==> src/design/rdif_pkg.sv <==
// Shared types and constants for the resource descriptor interrupt finder.
// No dependencies; used by the parser, the top level and the checker.
`default_nettype none

package rdif_pkg;

  // Descriptor tag fields
  localparam logic [7:0] TAG_LARGE_BIT = 8'h80;
  localparam logic [7:0] TAG_EXT_IRQ   = 8'h89;
  localparam logic [3:0] NAME_END      = 4'hF;
  localparam logic [3:0] NAME_IRQ      = 4'h4;

  // Result status codes
  localparam logic [1:0] ST_FOUND = 2'd0;
  localparam logic [1:0] ST_END   = 2'd1;
  localparam logic [1:0] ST_OUT   = 2'd2;
  localparam logic [1:0] ST_EMPTY = 2'd3;

  localparam int unsigned OUT_DATA_W = 40;

  typedef enum logic [3:0] {
    PH_TAG   = 4'b0001,
    PH_LARGE = 4'b0010,
    PH_SKIP  = 4'b0100,
    PH_IRQ   = 4'b1000
  } phase_t;

  typedef struct packed {
    logic [7:0] data_byte;
    logic       last_byte;
  } step_t;

  typedef struct packed {
    logic [1:0]  status;
    logic        level_triggered;
    logic        pol_low;
    logic [31:0] gsi;
    logic        found;
  } result_t;

endpackage

`default_nettype wire

==> src/design/rdif_parser.sv <==
// Byte-serial descriptor parser: holds the parse state and decodes one byte per step.
// Depends on rdif_pkg.
`default_nettype none

module rdif_parser (
  input  wire logic              clk,
  input  wire logic              rst_n,
  input  wire logic              step_en,
  input  wire rdif_pkg::step_t   step,
  output rdif_pkg::result_t      result
);

  rdif_pkg::phase_t phase_r, phase_nxt;
  logic [16:0] offset_r, offset_nxt;
  logic [7:0]  tag_r, tag_nxt;
  logic [15:0] len_r, len_nxt;
  logic [7:0]  flags_r, flags_nxt;
  logic [7:0]  count_r, count_nxt;
  logic [31:0] gsi_r, gsi_nxt;
  logic [7:0]  mask_lo_r, mask_lo_nxt;
  logic        decided_r, decided_nxt;
  logic [1:0]  hstat_r, hstat_nxt;
  logic [31:0] hgsi_r, hgsi_nxt;
  logic        halow_r, halow_nxt;
  logic        hlvl_r, hlvl_nxt;

  logic [7:0]  b;
  logic [15:0] len_eff;
  logic        ext;
  logic        run_tag;
  logic [1:0]  lane;
  logic [31:0] gsi_acc;
  logic [15:0] mask_full;
  logic [3:0]  low_bit;

  assign b = step.data_byte;

  always_comb begin
    low_bit = 4'd0;
    for (int i = 15; i >= 0; i--) begin
      if (mask_full[i]) begin
        low_bit = 4'(i);
      end
    end
  end

  assign mask_full = {b, mask_lo_r};
  assign lane      = offset_r[1:0] - 2'd1;
  assign gsi_acc   = gsi_r | ({24'd0, b} << {lane, 3'b000});

  always_comb begin
    phase_nxt   = phase_r;
    offset_nxt  = offset_r;
    tag_nxt     = tag_r;
    len_nxt     = len_r;
    flags_nxt   = flags_r;
    count_nxt   = count_r;
    gsi_nxt     = gsi_r;
    mask_lo_nxt = mask_lo_r;
    decided_nxt = decided_r;
    hstat_nxt   = hstat_r;
    hgsi_nxt    = hgsi_r;
    halow_nxt   = halow_r;
    hlvl_nxt    = hlvl_r;
    run_tag     = 1'b0;
    len_eff     = len_r;
    ext         = 1'b0;

    if (!decided_r) begin
      unique case (phase_r)
        rdif_pkg::PH_TAG: begin
          run_tag = 1'b1;
        end
        rdif_pkg::PH_LARGE: begin
          if (offset_r == 17'd1) begin
            len_eff = {8'd0, b};
          end else if (offset_r == 17'd2) begin
            len_eff = {b, len_r[7:0]};
          end
          len_nxt = len_eff;
          ext = (tag_r == rdif_pkg::TAG_EXT_IRQ) && (len_eff >= 16'd6);
          if (ext && offset_r == 17'd8 && count_r != 8'd0) begin
            gsi_nxt     = gsi_acc;
            decided_nxt = 1'b1;
            hstat_nxt   = rdif_pkg::ST_FOUND;
            hgsi_nxt    = gsi_acc;
            halow_nxt   = flags_r[2];
            hlvl_nxt    = ~flags_r[1];
          end else begin
            if (ext && offset_r == 17'd3) begin
              flags_nxt = b;
            end else if (ext && offset_r == 17'd4) begin
              count_nxt = b;
            end else if (ext && offset_r >= 17'd5 && offset_r <= 17'd8) begin
              gsi_nxt = gsi_acc;
            end
            // End of descriptor: back to a tag, drop the partial interrupt fields
            if (offset_r >= 17'd2 && offset_r == {1'b0, len_eff} + 17'd2) begin
              phase_nxt  = rdif_pkg::PH_TAG;
              offset_nxt = 17'd0;
              gsi_nxt    = 32'd0;
              flags_nxt  = 8'd0;
              count_nxt  = 8'd0;
            end else begin
              offset_nxt = offset_r + 17'd1;
            end
          end
        end
        rdif_pkg::PH_SKIP: begin
          len_nxt = len_r - 16'd1;
          if (len_r == 16'd1) begin
            phase_nxt = rdif_pkg::PH_TAG;
          end
        end
        rdif_pkg::PH_IRQ: begin
          if (offset_r == 17'd1) begin
            // Zero-length IRQ cut short: reparse this byte as a tag
            if (step.last_byte && len_r == 16'd0) begin
              run_tag = 1'b1;
            end else begin
              mask_lo_nxt = b;
              offset_nxt  = 17'd2;
            end
          end else if (offset_r == 17'd2) begin
            if (mask_full == 16'd0) begin
              decided_nxt = 1'b1;
              hstat_nxt   = rdif_pkg::ST_EMPTY;
              hgsi_nxt    = 32'd0;
              halow_nxt   = 1'b0;
              hlvl_nxt    = 1'b0;
            end else begin
              gsi_nxt = {28'd0, low_bit};
              if (len_r < 16'd3 || step.last_byte) begin
                decided_nxt = 1'b1;
                hstat_nxt   = rdif_pkg::ST_FOUND;
                hgsi_nxt    = {28'd0, low_bit};
                halow_nxt   = 1'b0;
                hlvl_nxt    = 1'b0;
              end else begin
                offset_nxt = 17'd3;
              end
            end
          end else begin
            decided_nxt = 1'b1;
            hstat_nxt   = rdif_pkg::ST_FOUND;
            hgsi_nxt    = gsi_r;
            halow_nxt   = b[3];
            hlvl_nxt    = ~b[0];
          end
        end
        default: begin
          phase_nxt = rdif_pkg::PH_TAG;
        end
      endcase

      if (run_tag) begin
        tag_nxt    = b;
        offset_nxt = 17'd1;
        len_nxt    = 16'd0;
        if ((b & rdif_pkg::TAG_LARGE_BIT) != 8'd0) begin
          phase_nxt = rdif_pkg::PH_LARGE;
        end else if (b[6:3] == rdif_pkg::NAME_END) begin
          decided_nxt = 1'b1;
          hstat_nxt   = rdif_pkg::ST_END;
          hgsi_nxt    = 32'd0;
          halow_nxt   = 1'b0;
          hlvl_nxt    = 1'b0;
        end else if (b[6:3] == rdif_pkg::NAME_IRQ) begin
          len_nxt   = {13'd0, b[2:0]};
          phase_nxt = rdif_pkg::PH_IRQ;
        end else if (b[2:0] != 3'd0) begin
          len_nxt   = {13'd0, b[2:0]};
          phase_nxt = rdif_pkg::PH_SKIP;
        end else begin
          phase_nxt = rdif_pkg::PH_TAG;
        end
      end
    end

    result.found           = (hstat_nxt == rdif_pkg::ST_FOUND);
    result.gsi             = hgsi_nxt;
    result.pol_low         = halow_nxt;
    result.level_triggered = hlvl_nxt;
    result.status          = hstat_nxt;

    // Last byte: restart parsing for the next buffer
    if (step.last_byte) begin
      phase_nxt   = rdif_pkg::PH_TAG;
      offset_nxt  = 17'd0;
      tag_nxt     = 8'd0;
      len_nxt     = 16'd0;
      flags_nxt   = 8'd0;
      count_nxt   = 8'd0;
      gsi_nxt     = 32'd0;
      mask_lo_nxt = 8'd0;
      decided_nxt = 1'b0;
      hstat_nxt   = rdif_pkg::ST_OUT;
      hgsi_nxt    = 32'd0;
      halow_nxt   = 1'b0;
      hlvl_nxt    = 1'b0;
    end
  end

  always_ff @(posedge clk) begin
    if (!rst_n) begin
      phase_r   <= rdif_pkg::PH_TAG;
      offset_r  <= 17'd0;
      tag_r     <= 8'd0;
      len_r     <= 16'd0;
      flags_r   <= 8'd0;
      count_r   <= 8'd0;
      gsi_r     <= 32'd0;
      mask_lo_r <= 8'd0;
      decided_r <= 1'b0;
      hstat_r   <= rdif_pkg::ST_OUT;
      hgsi_r    <= 32'd0;
      halow_r   <= 1'b0;
      hlvl_r    <= 1'b0;
    end else if (step_en) begin
      phase_r   <= phase_nxt;
      offset_r  <= offset_nxt;
      tag_r     <= tag_nxt;
      len_r     <= len_nxt;
      flags_r   <= flags_nxt;
      count_r   <= count_nxt;
      gsi_r     <= gsi_nxt;
      mask_lo_r <= mask_lo_nxt;
      decided_r <= decided_nxt;
      hstat_r   <= hstat_nxt;
      hgsi_r    <= hgsi_nxt;
      halow_r   <= halow_nxt;
      hlvl_r    <= hlvl_nxt;
    end
  end

endmodule

`default_nettype wire

==> src/design/resource_descriptor_irq_finder_unit.sv <==
// Path: a last byte accepted at the input waits in the input register; its result is then held in the output register.
// Throughput: one byte per cycle; the input register stalls only when a last byte
// finds the single output register still occupied.
// Reset: synchronous, active low; clears both valid flags and the parse state.
// Top level: input register, rdif_parser, output register. Depends on rdif_pkg.
`default_nettype none

module resource_descriptor_irq_finder_unit (
  input  wire logic        clk,
  input  wire logic        rst_n,
  input  wire logic        in_tvalid,
  output logic             in_tready,
  input  wire logic [7:0]  in_tdata,   // [7:0] data_byte
  input  wire logic        in_tlast,   // last_byte
  output logic             out_tvalid,
  input  wire logic        out_tready,
  output logic [rdif_pkg::OUT_DATA_W-1:0] out_tdata
  // out_tdata: [0] found, [32:1] gsi, [33] pol_low, [34] level_triggered,
  //            [36:35] status, [39:37] zero
);

  logic              in_valid_r;
  rdif_pkg::step_t   in_step_r;
  logic              advance;
  rdif_pkg::result_t result;
  logic              out_valid_r;
  rdif_pkg::result_t out_res_r;

  // Only a last byte needs room in the output register
  assign advance   = in_valid_r && (!in_step_r.last_byte || !out_valid_r || out_tready);
  assign in_tready = !in_valid_r || advance;

  always_ff @(posedge clk) begin
    if (!rst_n) begin
      in_valid_r <= 1'b0;
    end else if (in_tready) begin
      in_valid_r <= in_tvalid;
    end
  end

  always_ff @(posedge clk) begin
    if (in_tready && in_tvalid) begin
      in_step_r.data_byte <= in_tdata;
      in_step_r.last_byte <= in_tlast;
    end
  end

  rdif_parser u_parser (
    .clk     (clk),
    .rst_n   (rst_n),
    .step_en (advance),
    .step    (in_step_r),
    .result  (result)
  );

  always_ff @(posedge clk) begin
    if (!rst_n) begin
      out_valid_r <= 1'b0;
    end else if (advance && in_step_r.last_byte) begin
      out_valid_r <= 1'b1;
    end else if (out_tready) begin
      out_valid_r <= 1'b0;
    end
  end

  always_ff @(posedge clk) begin
    if (advance && in_step_r.last_byte) begin
      out_res_r <= result;
    end
  end

  assign out_tvalid = out_valid_r;
  assign out_tdata  = {3'd0, out_res_r};

endmodule

`default_nettype wire

==> config.mk <==
export PLATFORM = sky130hd
export DESIGN_NAME = resource_descriptor_irq_finder_unit
export DESIGN_NICKNAME = d
export VERILOG_FILES = /design/src/design/rdif_pkg.sv /design/src/design/rdif_parser.sv /design/src/design/resource_descriptor_irq_finder_unit.sv
export SDC_FILE = /design/constraint.sdc
export NUM_CORES = 1
export LEC_CHECK = 0
export ABC_AREA = 1
export BUFFER_PORTS_ARGS = -buffer_cell sky130_fd_sc_hd__buf_2
export CAP_MARGIN = 40
export CORE_MARGIN = 1
export CORE_UTILIZATION = 62
export DETAILED_ROUTE_END_ITERATION = 6
export PLACE_DENSITY = 0.8
export SYNTH_ARGS = -nofsm -noshare
export SYNTH_HDL_FRONTEND = slang
export SYNTH_SLANG_ARGS = --single-unit
==> constraint.sdc <==
create_clock -name clk -period 4.35 [get_ports clk]
set_input_delay 0.435 -clock clk [delete_from_list [all_inputs] [get_ports clk]]
set_output_delay 0.435 -clock clk [all_outputs]
set_load 0.005 [all_outputs]
; Yosys cells after proc, flatten, opt, wreduce, memory -nomap -nowiden
; Index checks and enable logic that the tools add are counted.
[totals]
regBits = 181
inputBits = 13
out_inout_bits = 42
elab_cells = 250
[op_classes]
n_addsub = 4
n_lt_le_gt_ge = 5
eq_ne = 29
shift = 1
n_mux = 143
n_bitwise = 3
reduce_logical = 43
[op_table]
columns = operator, count
row1 = 32-bit 2-to-1 mux, 20
row2 = 17-bit 2-to-1 mux, 10
row3 = 16-bit 2-to-1 mux, 10
row4 = 32-bit one-hot mux with 2 select lines, 2
row5 = 8-bit 2-to-1 mux, 15
row6 = 4-bit 2-to-1 mux, 25
row7 = 1-bit 2-to-1 mux, 35
row8 = 17-bit by 2-bit equality test with 1-bit output (second input constant), 2
row9 = 17-bit one-hot mux with 2 select lines, 1
row10 = 16-bit zero test, 2
row11 = 32-bit OR, 1
row12 = 16-bit one-hot mux with 2 select lines, 1
row13 = 8-bit by 5-bit left shift with 32-bit output, 1
row14 = 3-bit 2-to-1 mux, 8
row15 = 2-bit 2-to-1 mux, 10
row16 = 5-bit by 4-bit inequality test with 1-bit output (second input constant), 4
row17 = 16-bit by 2-bit adder with 17-bit output (second input constant), 1
row18 = 17-bit by 1-bit adder with 17-bit output (second input constant), 1
row19 = 17-bit by 1-bit equality test with 1-bit output (second input constant), 1
row20 = 17-bit equality test, 1
row21 = 17-bit by 3-bit equality test with 1-bit output (second input constant), 1
row22 = 17-bit by 4-bit equality test with 1-bit output (second input constant), 1
row23 = 17-bit by 2-bit greater-or-equal comparator with 1-bit output (second input constant), 1
row24 = 17-bit by 3-bit greater-or-equal comparator with 1-bit output (second input constant), 1
row25 = other kinds (36), 73

; Depth between registers and ports, before layout
; Gate-level depths: netlist (run 1).
[logic_depth]
word_depth = 26
depth_mapped = 31
mapped_depth_nobuf = 28

; Hierarchy
; From an unflattened synthesis (run 1), not the netlist that was laid out.
[hier_totals]
cells_unflattened = 1691
area_unflattened_um2 = 11080.6
[modules_own_cells]
columns = module, instances, cells_each, area_per_inst_um2, seq_area_each_um2
row1 = rdif_parser, 1, 1623, 9554.2, 2642.5
row2 = resource_descriptor_irq_finder_unit, 1, 68, 1526.5, 1421.4

; Worst setup path before layout (run 1)
; No wires, ideal clock.
[synth_timing]
path_kind = register to register
start = register u_parser.offset_r[0]
end = register u_parser.gsi_r[22]
setup_time_ns = 0.128
arrival_time_ns = 3.010
required_time_ns = 4.222
slack_ns = 1.212
stages_incl_launch_ff = 30
n_path_buf = 4
synth_period_minus_slack_ns = 3.138
path_cell_list = dfxtp_1 inv_1 buf_1 ha_1 inv_1 nor2_1 nand2_1 nor2_8 nand2_4 buf_6 nand2_2 nand3_4 nor2_2 nand2_1 nor2_1 nand2_1 nand2_1 nand2_1 nor2_1 nand2_1 nor2_4 nand3_2 nand2_2 inv_2 buf_6 buf_6 nand2_1 nand2_1 nand2_1 nor2_1
[synth_between]
elab_chain_cells = 13
elab_cells_between_ends = 40
cone_classes = add/sub: 2 / order compare: 4 / eq/ne: 11 / shift: 1 / mux: 12 / bitwise: 1 / reduce/logical: 9
[synth_lines]
columns = item, line_no
row1 = start: declaration, rdif_parser.sv:14  ; logic [16:0] offset_r, offset_nxt;
row2 = start signal: assignment, rdif_parser.sv:221  ; offset_r <= offset_nxt;
row3 = 17-bit by 2-bit equality test with 1-bit output, "rdif_parser.sv:77, rdif_parser.sv:124"
row4 = 16-bit 2-to-1 mux, rdif_parser.sv:77  ; end else if (offset_r == 17'd2) begin
row5 = 16-bit 2-to-1 mux, rdif_parser.sv:75  ; if (offset_r == 17'd1) begin
row6 = 16-bit 2-to-1 mux, rdif_parser.sv:70  ; unique case (phase_r)
row7 = 16-bit 2-to-1 mux, rdif_parser.sv:69  ; if (!decided_r) begin
row8 = 16-bit by 2-bit adder with 17-bit output or 16-bit by 3-bit greater-or-equal comparator with 1-bit output (tied branches), "rdif_parser.sv:98, rdif_parser.sv:81"
row9 = 17-bit equality test or 1-bit logical AND (tied branches), "rdif_parser.sv:98, rdif_parser.sv:81"
row10 = 1-bit logical AND (on tied branches), "rdif_parser.sv:98, rdif_parser.sv:82"
row11 = 32-bit 2-to-1 mux or 1-bit logical AND (tied branches), "rdif_parser.sv:98, rdif_parser.sv:82"
row12 = 32-bit 2-to-1 mux, rdif_parser.sv:82  ; if (ext && offset_r == 17'd8 && count_r != 8'd0) begin
row13 = 32-bit one-hot mux with 2 select lines, rdif_parser.sv:70
row14 = 32-bit 2-to-1 mux, rdif_parser.sv:69
row15 = 32-bit 2-to-1 mux, rdif_parser.sv:187  ; if (step.last_byte) begin
row16 = end signal: assignment, rdif_parser.sv:226  ; gsi_r <= gsi_nxt;
row17 = end: declaration, rdif_parser.sv:19  ; logic [31:0] gsi_r, gsi_nxt;
; Parallel ways exist; a longest one is shown, timed or not. The select of a mux whose other input is x is not followed.
; A chain may end at the register's enable or synchronous reset.

; Worst setup path in the final report (run 1)
[layout_timing]
start = register u_parser.offset_r[1]
end = register u_parser.gsi_r[17]
; The elaborated chain is that of the path after synthesis.

==> impl_metrics.yaml, run 1 <==
finish:
  drive_gt1_frac: 0.108
  nNetsFinal: 1787
  layout_common_cells: "nand2_1, nor2_1, inv_1"
  syn_to_final_growth_pct: 8.97
  mostFrequentLayoutCell: "nand2_1"
  n_antenna_cell: 0
  fin_util: 0.701
drt:
  drt-initial-drc-count: 1651
  firstDrtPassIters: 6
  wl_um: 33300
  vias_per_cell: 5.87
  ant_nets: 0
  avgRoutedWirePerCell_um: 16.6
  routed-via-count: 11700
  post-route-drc-count: 0
timing:
  rsz0062_at_grt: "false"
  fin_setup_tns_ns: 0
  fin_crit_sh: 0.895
  fin_crit_ns: 3.89
  skew_ns: 0.0203
  fmax_mhz: 257
  drv_slew: 0
  fin_ws_ns: 0.456
  setup_viol: 0
  tightestPinTransition_ns: 0.876
  slew_headroom: 0.415
  hold_violations: 0
clocking:
  cts_tree: "built"
  hold_buffers: 0
  numCtsBuffers: 17
  cts_resized: 0
  cts_post_setup_buffers_inserted: 0
  clock_latency_ns: 0.46
  cts_buffer_depth: 2
  clockRootBuffer: "clkbuf_16"
  clock_sinks: 180
  htreeDepth: 4
  clkTransAtPathRegs_ns: 0.08
floorplan:
  dieArea_mm2: 0.0187
  die_width_um: 137
  ios: 55
  rows: 48
  start_util: 0.643
  core_area_mm2: 0.0175
  dieHeight_um: 137
synth:
  yosys_warnings: 0
  synth_area_leaders: "dfxtp_1, nand2_1, edfxtp_1"
  yosysSeqAreaShare: 0.360
  synth_top_area_cell: "dfxtp_1"
  synth_cell_type_count: 50
  netlist_area_mm2: 0.0113
  syn_avg_cell_area_um2: 6.47
  netlist.area_leader.share: 0.238
  ys_seq_elements: 180
  syn_inst: 1742
grt:
  antenna_found_initial: 0
  grt_usage: 0.362
  first_global_vias: 10700
  grt_max_degree: 60
  grt_overflow: 0
  grt_pass1_wl_um: 53100
pwr:
  power_frac_seq: 0.444
  p_sw_frac: 0.327
  powerDensity_mw_per_mm2: 333
  combPwrFrac: 0.154
  ir_worst_vdd_uv: 366
  p_clk_frac: 0.402
  internal_power_w: 0.00275
  power.leakage_nw: 5.03
  switchingPower_w: 0.00134
setup_path:
  critPathKind: "register to register"
  critical_path.max_fanout: 34
  arrival_ns: 4.22
  setup.worst_path.end_class: "register"
  crit_required_ns: 4.67
  worstSetupStartpointType: "register"
run:
  drv_cap: 0
placed_design:
  routabilityCongestion: 1.04
  dpl.hpwl_um: 22700
  pre_cts_ws_ns: 0.426
  io_buffers: 51
hold_path:
  hp-class: "primary input to register"
outcome:
  status: "finished clean"
==> critical path, cell delays in order, from the launching register on <==
cell	delay (ns)
dfxtp_1	0.33
inv_1	0.11
ha_1	0.21
inv_1	0.06
nor2_1	0.03
nand2_1	0.17
nor2_8	0.09
nand2_4	0.32
nand2_1	0.13
nand2_1	0.16
ha_1	0.22
nand2_1	0.12
nor2_1	0.14
nand2_1	0.09
nor2_1	0.24
nand3_1	0.11
nand2_1	0.11
nand3_2	0.10
nor2_4	0.16
nand2_4	0.12
nand4_2	0.11
nand2_4	0.18
inv_6	0.26
nand2_1	0.08
nand2_1	0.07
nor2_1	0.04
==> state kept, by name, indices dropped and copies added, names as in the netlist, 2 cells and up <==
signal and cells:
in_step_r 9, u_parser.hgsi_r 32, u_parser.offset_r 17, u_parser.len_r 16, out_tdata 37, u_parser.gsi_r 32
u_parser.count_r 8, u_parser.phase_r 4, u_parser.flags_r 2, u_parser.hstat_r 2, u_parser.tag_r 8, u_parser.mask_lo_r 8
==> worst paths after layout <==
path                         from                 end  slack, ns  cells after the start
max reg2reg  u_parser.offset_r[1]  u_parser.gsi_r[17]       0.46                     25
max          u_parser.offset_r[1]  u_parser.gsi_r[17]       0.46                     25
min                   in_tdata[1]        in_step_r[2]       0.16                      1
min reg2reg     u_parser.tag_r[6]   u_parser.tag_r[6]       0.46                      2
==> layout make-up <==
class / count / area, um2
multi-input cells: 1317 / 6170
fillers: 1549 / 5250
flip-flops and latches: 180 / 4070
inverters: 164 / 621
repair buffers: 85 / 512
clock buffers: 17 / 425
well taps: 225 / 282
clock inverters: 15 / 214
==> power groups by stage <==
stage	clock, W	sequential [W]	combinational (W)
6_report	0.00165	0.00182	0.000631
5_1_grt	0.00171	0.00182	0.000702
4_1_cts	0.00165	0.00181	0.000614
3_5_place_dp	0	0.00185	0.000608
3_3_place_gp	0	0.00185	0.000597
2_1_floorplan	0	0.00183	0.000469
==> per-layer routing <==
metal	routed length [um]	global-route usage	up-vias
met5	0	0	-
met4	881	0.131	0
met3	3850	0.0922	79
met2	14400	0.553	682
met1	14100	0.493	5301
li1	-	-	5687
==> logic make-up (layout without fill, tap and decap cells) <==
logic type / after synthesis / count (layout) / share of synthesized area
compound gates: 310 / 310 / 0.148
xor+xnor: 19 / 19 / 0.0148
fa+ha+maj: 9 / 9 / 0.00999
buf+inv: 247 / 281 / 0.0940
flops: 180 / 180 / 0.360
other cells: 1 / 3 / 0.000333
simple gates: 976 / 976 / 0.372
==> through the flow <==
stage	total power, W	instances	instance area, um2	hold WS [ns]
after floorplan	0.00230	1744	11300	0.429
after global placement	0.00245	1968	11600	0.450
after detailed placement	0.00246	1971	11600	0.452
after CTS	0.00407	2003	12300	0.154
after global routing	0.00423	2003	12300	0.148
final	0.00409	2003	12300	0.156
==> cell usage after synthesis (all sizes together) <==
library cell,count
nand3b,2
a21oi,135
ha,9
a211oi,4
a31oi,12
o21bai,2
a22oi,1
o21ai,133
a21o,1
nor2,217
clkbuf,52
clkinv,3
o31ai,1
dfxtp,134
nand3,114
and2,1
o41ai,3
o211ai,12
nand2,573
o221ai,3
edfxtp,46
xor2,17
conb,1
inv,161
o211a,2
xnor2,2
nor3,30
nand4,16
o2111ai,1
or2,12
buf,31
nor4,9
nor3b,2
(Power assumes the default switching activity.)
==> run 2, diff against run 1 <==
--- a/config.mk
+++ b/config.mk
@@ -14,4 +14,5 @@
 export PLACE_DENSITY = 0.8
 export SYNTH_ARGS = -nofsm -noshare
 export SYNTH_HDL_FRONTEND = slang
+export SYNTH_HIERARCHICAL = 1
 export SYNTH_SLANG_ARGS = --single-unit
==> impl_metrics.yaml, run 2 <==
finish:
  ff_latch_area_mm2: 0.00406
  multi_input_area_mm2: 0.00605
  fillerInstances: 1510
  mostFrequentLayoutCell: "nand2_1"
  final_area_mm2: 0.0121
  n_antenna_cell: 0
  largest_register_ffs: 37
  layout_common_cells: "nand2_1, nor2_1, inv_1"
  fin_cells: 1949
  nNetsFinal: 1732
  syn_to_final_growth_pct: 9.27
  drive_gt1_frac: 0.100
setup_path:
  setup.worst_path.end_class: "register"
  critPathKind: "register to register"
  critical_path.max_fanout: 12
  arrival_ns: 4.28
  worstSetupStartpointType: "register"
  critical_path.most_common_cell: "nand2_1"
  crit_required_ns: 4.69
  ff2ff_path_depth: 29
  r2r-end: "u_parser/count_r[6]"
  critical-path-top-delay-family: "simple AND/OR/NAND/NOR gates"
  r2r_start: "u_parser/offset_r[1]"
  worst_path_max_delay_cell: "dfxtp_1"
  slowest_delay_ns: 0.39
  regToRegSetupSlack_ns: 0.41
  cp.buffers_inverters: 5
floorplan:
  core_area_mm2: 0.0174
  start_util: 0.638
  rows: 48
  ios: 55
  dieHeight_um: 136
  die_width_um: 136
  dieArea_mm2: 0.0184
drt:
  post-route-drc-count: 0
  avgRoutedWirePerCell_um: 16.2
  drt-initial-drc-count: 1363
  ant_nets: 0
  firstDrtPassIters: 6
  wl_um: 31600
  vias_per_cell: 5.85
  routed-via-count: 11400
timing:
  fin_ws_ns: 0.410
  setup_viol: 0
  fmax_mhz: 254
  fin_crit_sh: 0.906
  drv_slew: 0
  tightestPinTransition_ns: 0.817
  hold_violations: 0
  rsz0062_at_grt: "false"
  fin_crit_ns: 3.94
  skew_ns: 0.0136
  slew_headroom: 0.454
  fin_setup_tns_ns: 0
synth:
  yosys_warnings: 6
  netlist_area_mm2: 0.0111
  synth_top_area_cell: "dfxtp_1"
  synth_common_cells: "nand2_1, nor2_1, inv_1"
  synth_most_common_cell: "nand2_1"
  syn_avg_cell_area_um2: 6.55
  synth-main-ff-cell: "dfxtp_1"
  yosysSeqAreaShare: 0.367
  netlist.area_leader.share: 0.242
  ys_async_sr_fraction: 0
  synth_cell_type_count: 54
  syn_inst: 1691
  synth_area_leaders: "dfxtp_1, nand2_1, edfxtp_1"
  ys_seq_elements: 180
  synth_edf_count: 46
placed_design:
  dpl.hpwl_um: 21700
  pre_cts_ws_ns: 0.387
  place_area_mm2: 0.0115
  routabilityCongestion: 1.02
  place_inst: 1917
  io_buffers: 51
hold_path:
  hp-class: "primary input to register"
  hold_depth: 1
  whs_endpoint: "in_step_r[2]"
  min-delay-start: "in_tdata[1]"
clocking:
  htreeDepth: 4
  clock_latency_ns: 0.44
  clock_sinks: 180
  clkTransAtPathRegs_ns: 0.07
  clockRootBuffer: "clkbuf_16"
  numCtsBuffers: 17
  cts_post_setup_buffers_inserted: 0
  cts_tree: "built"
  cts_buffer_depth: 2
grt:
  grt_usage: 0.351
  antenna_found_initial: 0
  grt_overflow: 0
  grt_max_degree: 57
  grt_pass1_wl_um: 51000
  first_global_vias: 10300
pwr:
  total_power_w: 0.00383
  power.leakage_nw: 4.96
  powerDensity_mw_per_mm2: 317
  ir_worst_vdd_uv: 346
run:
  drv_cap: 0
outcome:
  status: "finished clean"
## run 2: cell types whose count changed in the layout (fill, tap and decap cells not counted), moves of 9 or more
cell / previous run / this run
a21o_1: 1 / 23
nor3_1: 30 / 19
nand2_1: 557 / 507
nor2_1: 200 / 188
nand4_1: 15 / 25
or2_2: 12 / 3
## run 2: repair_timing
item,in CTS,in global routing
gates resized for setup,0,4
hold buffers,0,0
endpoints found under the setup margin,0,33
## run 2: cells by family after synthesis
kind of cell / synth area share
AO/OA/AOI/OAI: 0.165
AND/OR/NAND/NOR: 0.350
buffers and inverters: 0.0892
other: 0.000338
flip-flops: 0.367
adder cells (fa/ha/maj): 0.00903
XOR/XNOR: 0.0198
## run 2: stage by stage
stage               hold WS, ns   util
finish                    0.169  0.698
global route              0.150  0.698
CTS                       0.164  0.697
detailed placement        0.453  0.662
global placement          0.443  0.660
floorplan                 0.430      -
## run 2: worst max path at each step
stage | startpoint | end | slack [ns] | depth (start not counted)
after floorplan | u_parser/offset_r[1] | u_parser/gsi_r[2] | 1.11 | 29
after global placement | u_parser/offset_r[1] | u_parser/gsi_r[21] | 0.56 | 28
after detailed placement | u_parser/offset_r[1] | u_parser/gsi_r[7] | 0.39 | 28
after CTS | u_parser/offset_r[1] | u_parser/gsi_r[9] | 0.35 | 28
after global routing | u_parser/offset_r[1] | u_parser/count_r[1] | 0.04 | 29
final | u_parser/offset_r[1] | u_parser/count_r[6] | 0.41 | 29
## run 2: area by class of cell
type,instances,share of cell area
inverter,160,0.0496
tap,225,0.0233
multi-input combinational,1272,0.500
clock buffer,18,0.0372
clock inverter,14,0.0131
timing repair buffer,80,0.0416
sequential,180,0.336
## run 2: where the power goes
group	internal [W]	leakage [nW]	total, W	switching [W]
clock	0.000805	0.299	0.00157	0.000763
combinational	0.000138	3.18	0.000476	0.000338
sequential	0.00176	1.48	0.00179	0.0000337
total	0.00270	4.96	0.00383	0.00113
## run 2: layer usage
metal,vias up,track usage,routed length [um]
li1,5538,-,-
met1,5216,0.468,13800
met2,575,0.555,14100
met3,79,0.0752,2790
met4,0,0.131,828
met5,-,0,0
==> run 3, diff against run 2 <==
--- a/config.mk
+++ b/config.mk
@@ -5,13 +5,13 @@
 export SDC_FILE = /design/constraint.sdc
 export NUM_CORES = 1
 export LEC_CHECK = 0
-export ABC_AREA = 1
 export BUFFER_PORTS_ARGS = -buffer_cell sky130_fd_sc_hd__buf_2
 export CAP_MARGIN = 40
 export CORE_MARGIN = 1
 export CORE_UTILIZATION = 62
 export DETAILED_ROUTE_END_ITERATION = 6
-export PLACE_DENSITY = 0.8
+export GPL_TIMING_DRIVEN = 0
+export PLACE_DENSITY = 0.81
 export SYNTH_ARGS = -nofsm -noshare
 export SYNTH_HDL_FRONTEND = slang
 export SYNTH_HIERARCHICAL = 1
==> impl_metrics.yaml, run 3 <==
finish:
  layout_common_cells: "nor2_1, dfxtp_1, a21oi_1"
  syn_to_final_growth_pct: 13.5
  nNetsFinal: 1273
  drive_gt1_frac: 0.133
  largest_register_ffs: 37
  fin_cells: 1476
  n_antenna_cell: 0
  fin_util: 0.733
  mostFrequentLayoutCell: "nor2_1"
drt:
  wl_um: 33200
  ant_nets: 0
  post-route-drc-count: 0
  routed-via-count: 10200
  firstDrtPassIters: 6
  avgRoutedWirePerCell_um: 22.5
  vias_per_cell: 6.89
  drt-initial-drc-count: 1732
timing:
  setup_viol: 0
  fin_setup_tns_ns: 0
  skew_ns: 0.0119
  fmax_mhz: 237
  rsz0062_at_grt: "false"
  fin_crit_sh: 0.971
  slew_headroom: 0.330
  fin_ws_ns: 0.127
  fin_crit_ns: 4.22
  drv_slew: 0
  hold_violations: 0
  tightestPinTransition_ns: 0.997
placed_design:
  place_inst: 1434
  dpl.hpwl_um: 23400
  pre_cts_ws_ns: -0.429
  io_buffers: 51
  routabilityCongestion: 1.03
grt:
  grt_max_degree: 36
  grt_usage: 0.405
  grt_overflow: 0
  antenna_found_initial: 0
  first_global_vias: 9137
  grt_pass1_wl_um: 50800
floorplan:
  ios: 55
  dieHeight_um: 129
  dieArea_mm2: 0.0166
  core_area_mm2: 0.0154
  rows: 45
  start_util: 0.646
  die_width_um: 129
clocking:
  clockRootBuffer: "clkbuf_16"
  clock_latency_ns: 0.44
  htreeDepth: 4
  clock_sinks: 180
  clkTransAtPathRegs_ns: 0.08
  cts_tree: "built"
  cts_buffer_depth: 2
  hold_buffers: 0
  numCtsBuffers: 17
hold_path:
  hp-class: "primary input to register"
  min-delay-start: "in_tdata[3]"
setup_path:
  startpoint: "u_parser/offset_r[0]"
  critPathKind: "register to register"
  ff2ff_path_depth: 12
  arrival_ns: 4.54
  regToRegSetupSlack_ns: 0.13
  crit_required_ns: 4.66
  setup.worst_path.end_class: "register"
  r2r-end: "out_tdata[19]"
  critical-path-top-delay-family: "compound AO/OA/AOI/OAI gates"
  cp.buffers_inverters: 2
  cp_cell_sequence: "clkbuf_1 > nand2b_1 > nor3_1 > a21oi_1 > a2111oi_1 > o21a_1 > a21oi_1 > o21ai_1 > nand2_1 > nand2_1 > buf_1 > a21o_1"
  path_depth: 12
  worstSetupStartpointType: "register"
  crit_end: "out_tdata[19]"
  worst_path_max_delay_cell: "nor3_1"
  r2r_start: "u_parser/offset_r[0]"
  slowest_delay_ns: 0.63
  critical_path.max_fanout: 10
synth:
  yosysSeqAreaShare: 0.408
  netlist_area_mm2: 0.00997
  synth-main-ff-cell: "dfxtp_1"
  synth_cell_type_count: 87
  synth_area_leaders: "dfxtp_1, edfxtp_1, nor2_1"
  ys_seq_elements: 180
  synth_edf_count: 46
  synth_common_cells: "nor2_1, dfxtp_1, a21oi_1"
  ys_async_sr_fraction: 0
  synth_top_area_cell: "dfxtp_1"
  syn_avg_cell_area_um2: 8.55
  netlist.area_leader.share: 0.269
  yosys_warnings: 6
  synth_most_common_cell: "nor2_1"
  syn_inst: 1167
pwr:
  ir_worst_vdd_uv: 322
  total_power_w: 0.00370
  powerDensity_mw_per_mm2: 327
  power.leakage_nw: 4.35
outcome:
  status: "finished clean"
run:
  drv_cap: 0
run 3: cell count changes after synthesis, moves of 29 or more:
cell     previous run  this run
nand2_1           508        85
a22o_1              0        47
inv_1             153        26
nor2_1            190       151
a21oi_1           136        86
a41oi_1             0        29
nand3_1           108        41
o21ai_0           117        45
run 3: kinds of logic (layout without fill, tap and decap cells):
family                   after synthesis  count (layout)  share of synthesized area
AND/OR/NAND/NOR                      452             452                      0.235
AO/OA/AOI/OAI                        353             353                      0.249
flip-flops                           180             180                      0.408
buffers and inverters                123             219                     0.0529
XOR/XNOR                              38              38                     0.0334
multiplexers                          12              12                     0.0122
adder cells (fa/ha/maj)                8               8                     0.0100
other                                  1               3                   0.000376
run 3: metal layers:
layer  up-vias  wire length (um)  part of all wire  global-route usage
met4         0              1000             0.030               0.154
li1       4501                 -                 -                   -
met2       814             13800              0.42               0.588
met3       109              4880              0.15               0.113
met1      4753             13500              0.41               0.572
met5         -                 0                 0                   0
run 3: worst min path at each step:
stage / cells past startpoint / end / slack, ns
5_1_grt: 1 / in_step_r[7] / 0.16
2_1_floorplan: 2 / u_parser/tag_r[7] / 0.43
3_5_place_dp: 2 / u_parser/tag_r[7] / 0.45
6_report: 1 / in_step_r[4] / 0.17
4_1_cts: 1 / in_step_r[3] / 0.17
3_3_place_gp: 2 / u_parser/tag_r[7] / 0.45
run 3: stage by stage:
step	cell area, um2	hold WS (ns)
CTS	11200	0.165
finish	11300	0.168
floorplan	9980	0.433
global placement	10500	0.448
detailed placement	10600	0.454
global route	11300	0.159
run 3: what timing repair did:
item                                    in CTS  in global routing
setup buffers                                1                  9
pin swaps                                    1                  5
endpoints found under the setup margin      61                 57
gates resized for setup                      6                 10
run 3: area by class of cell:
type | count | area (um2)
Buffer | 97 | 434
Multi-Input combinational cell | 866 | 5470
Tap cell | 211 | 264
Clock inverter | 13 | 161
Timing Repair Buffer | 64 | 369
Fill cell | 1197 | 4110
Inverter | 26 | 97.6
Sequential cell | 180 | 4060
Clock buffer | 19 | 454
run 3: where the power goes:
part	internal [W]	switching [W]
sequential	0.00174	0.0000165
combinational	0.0000973	0.000255
clock	0.000857	0.000737
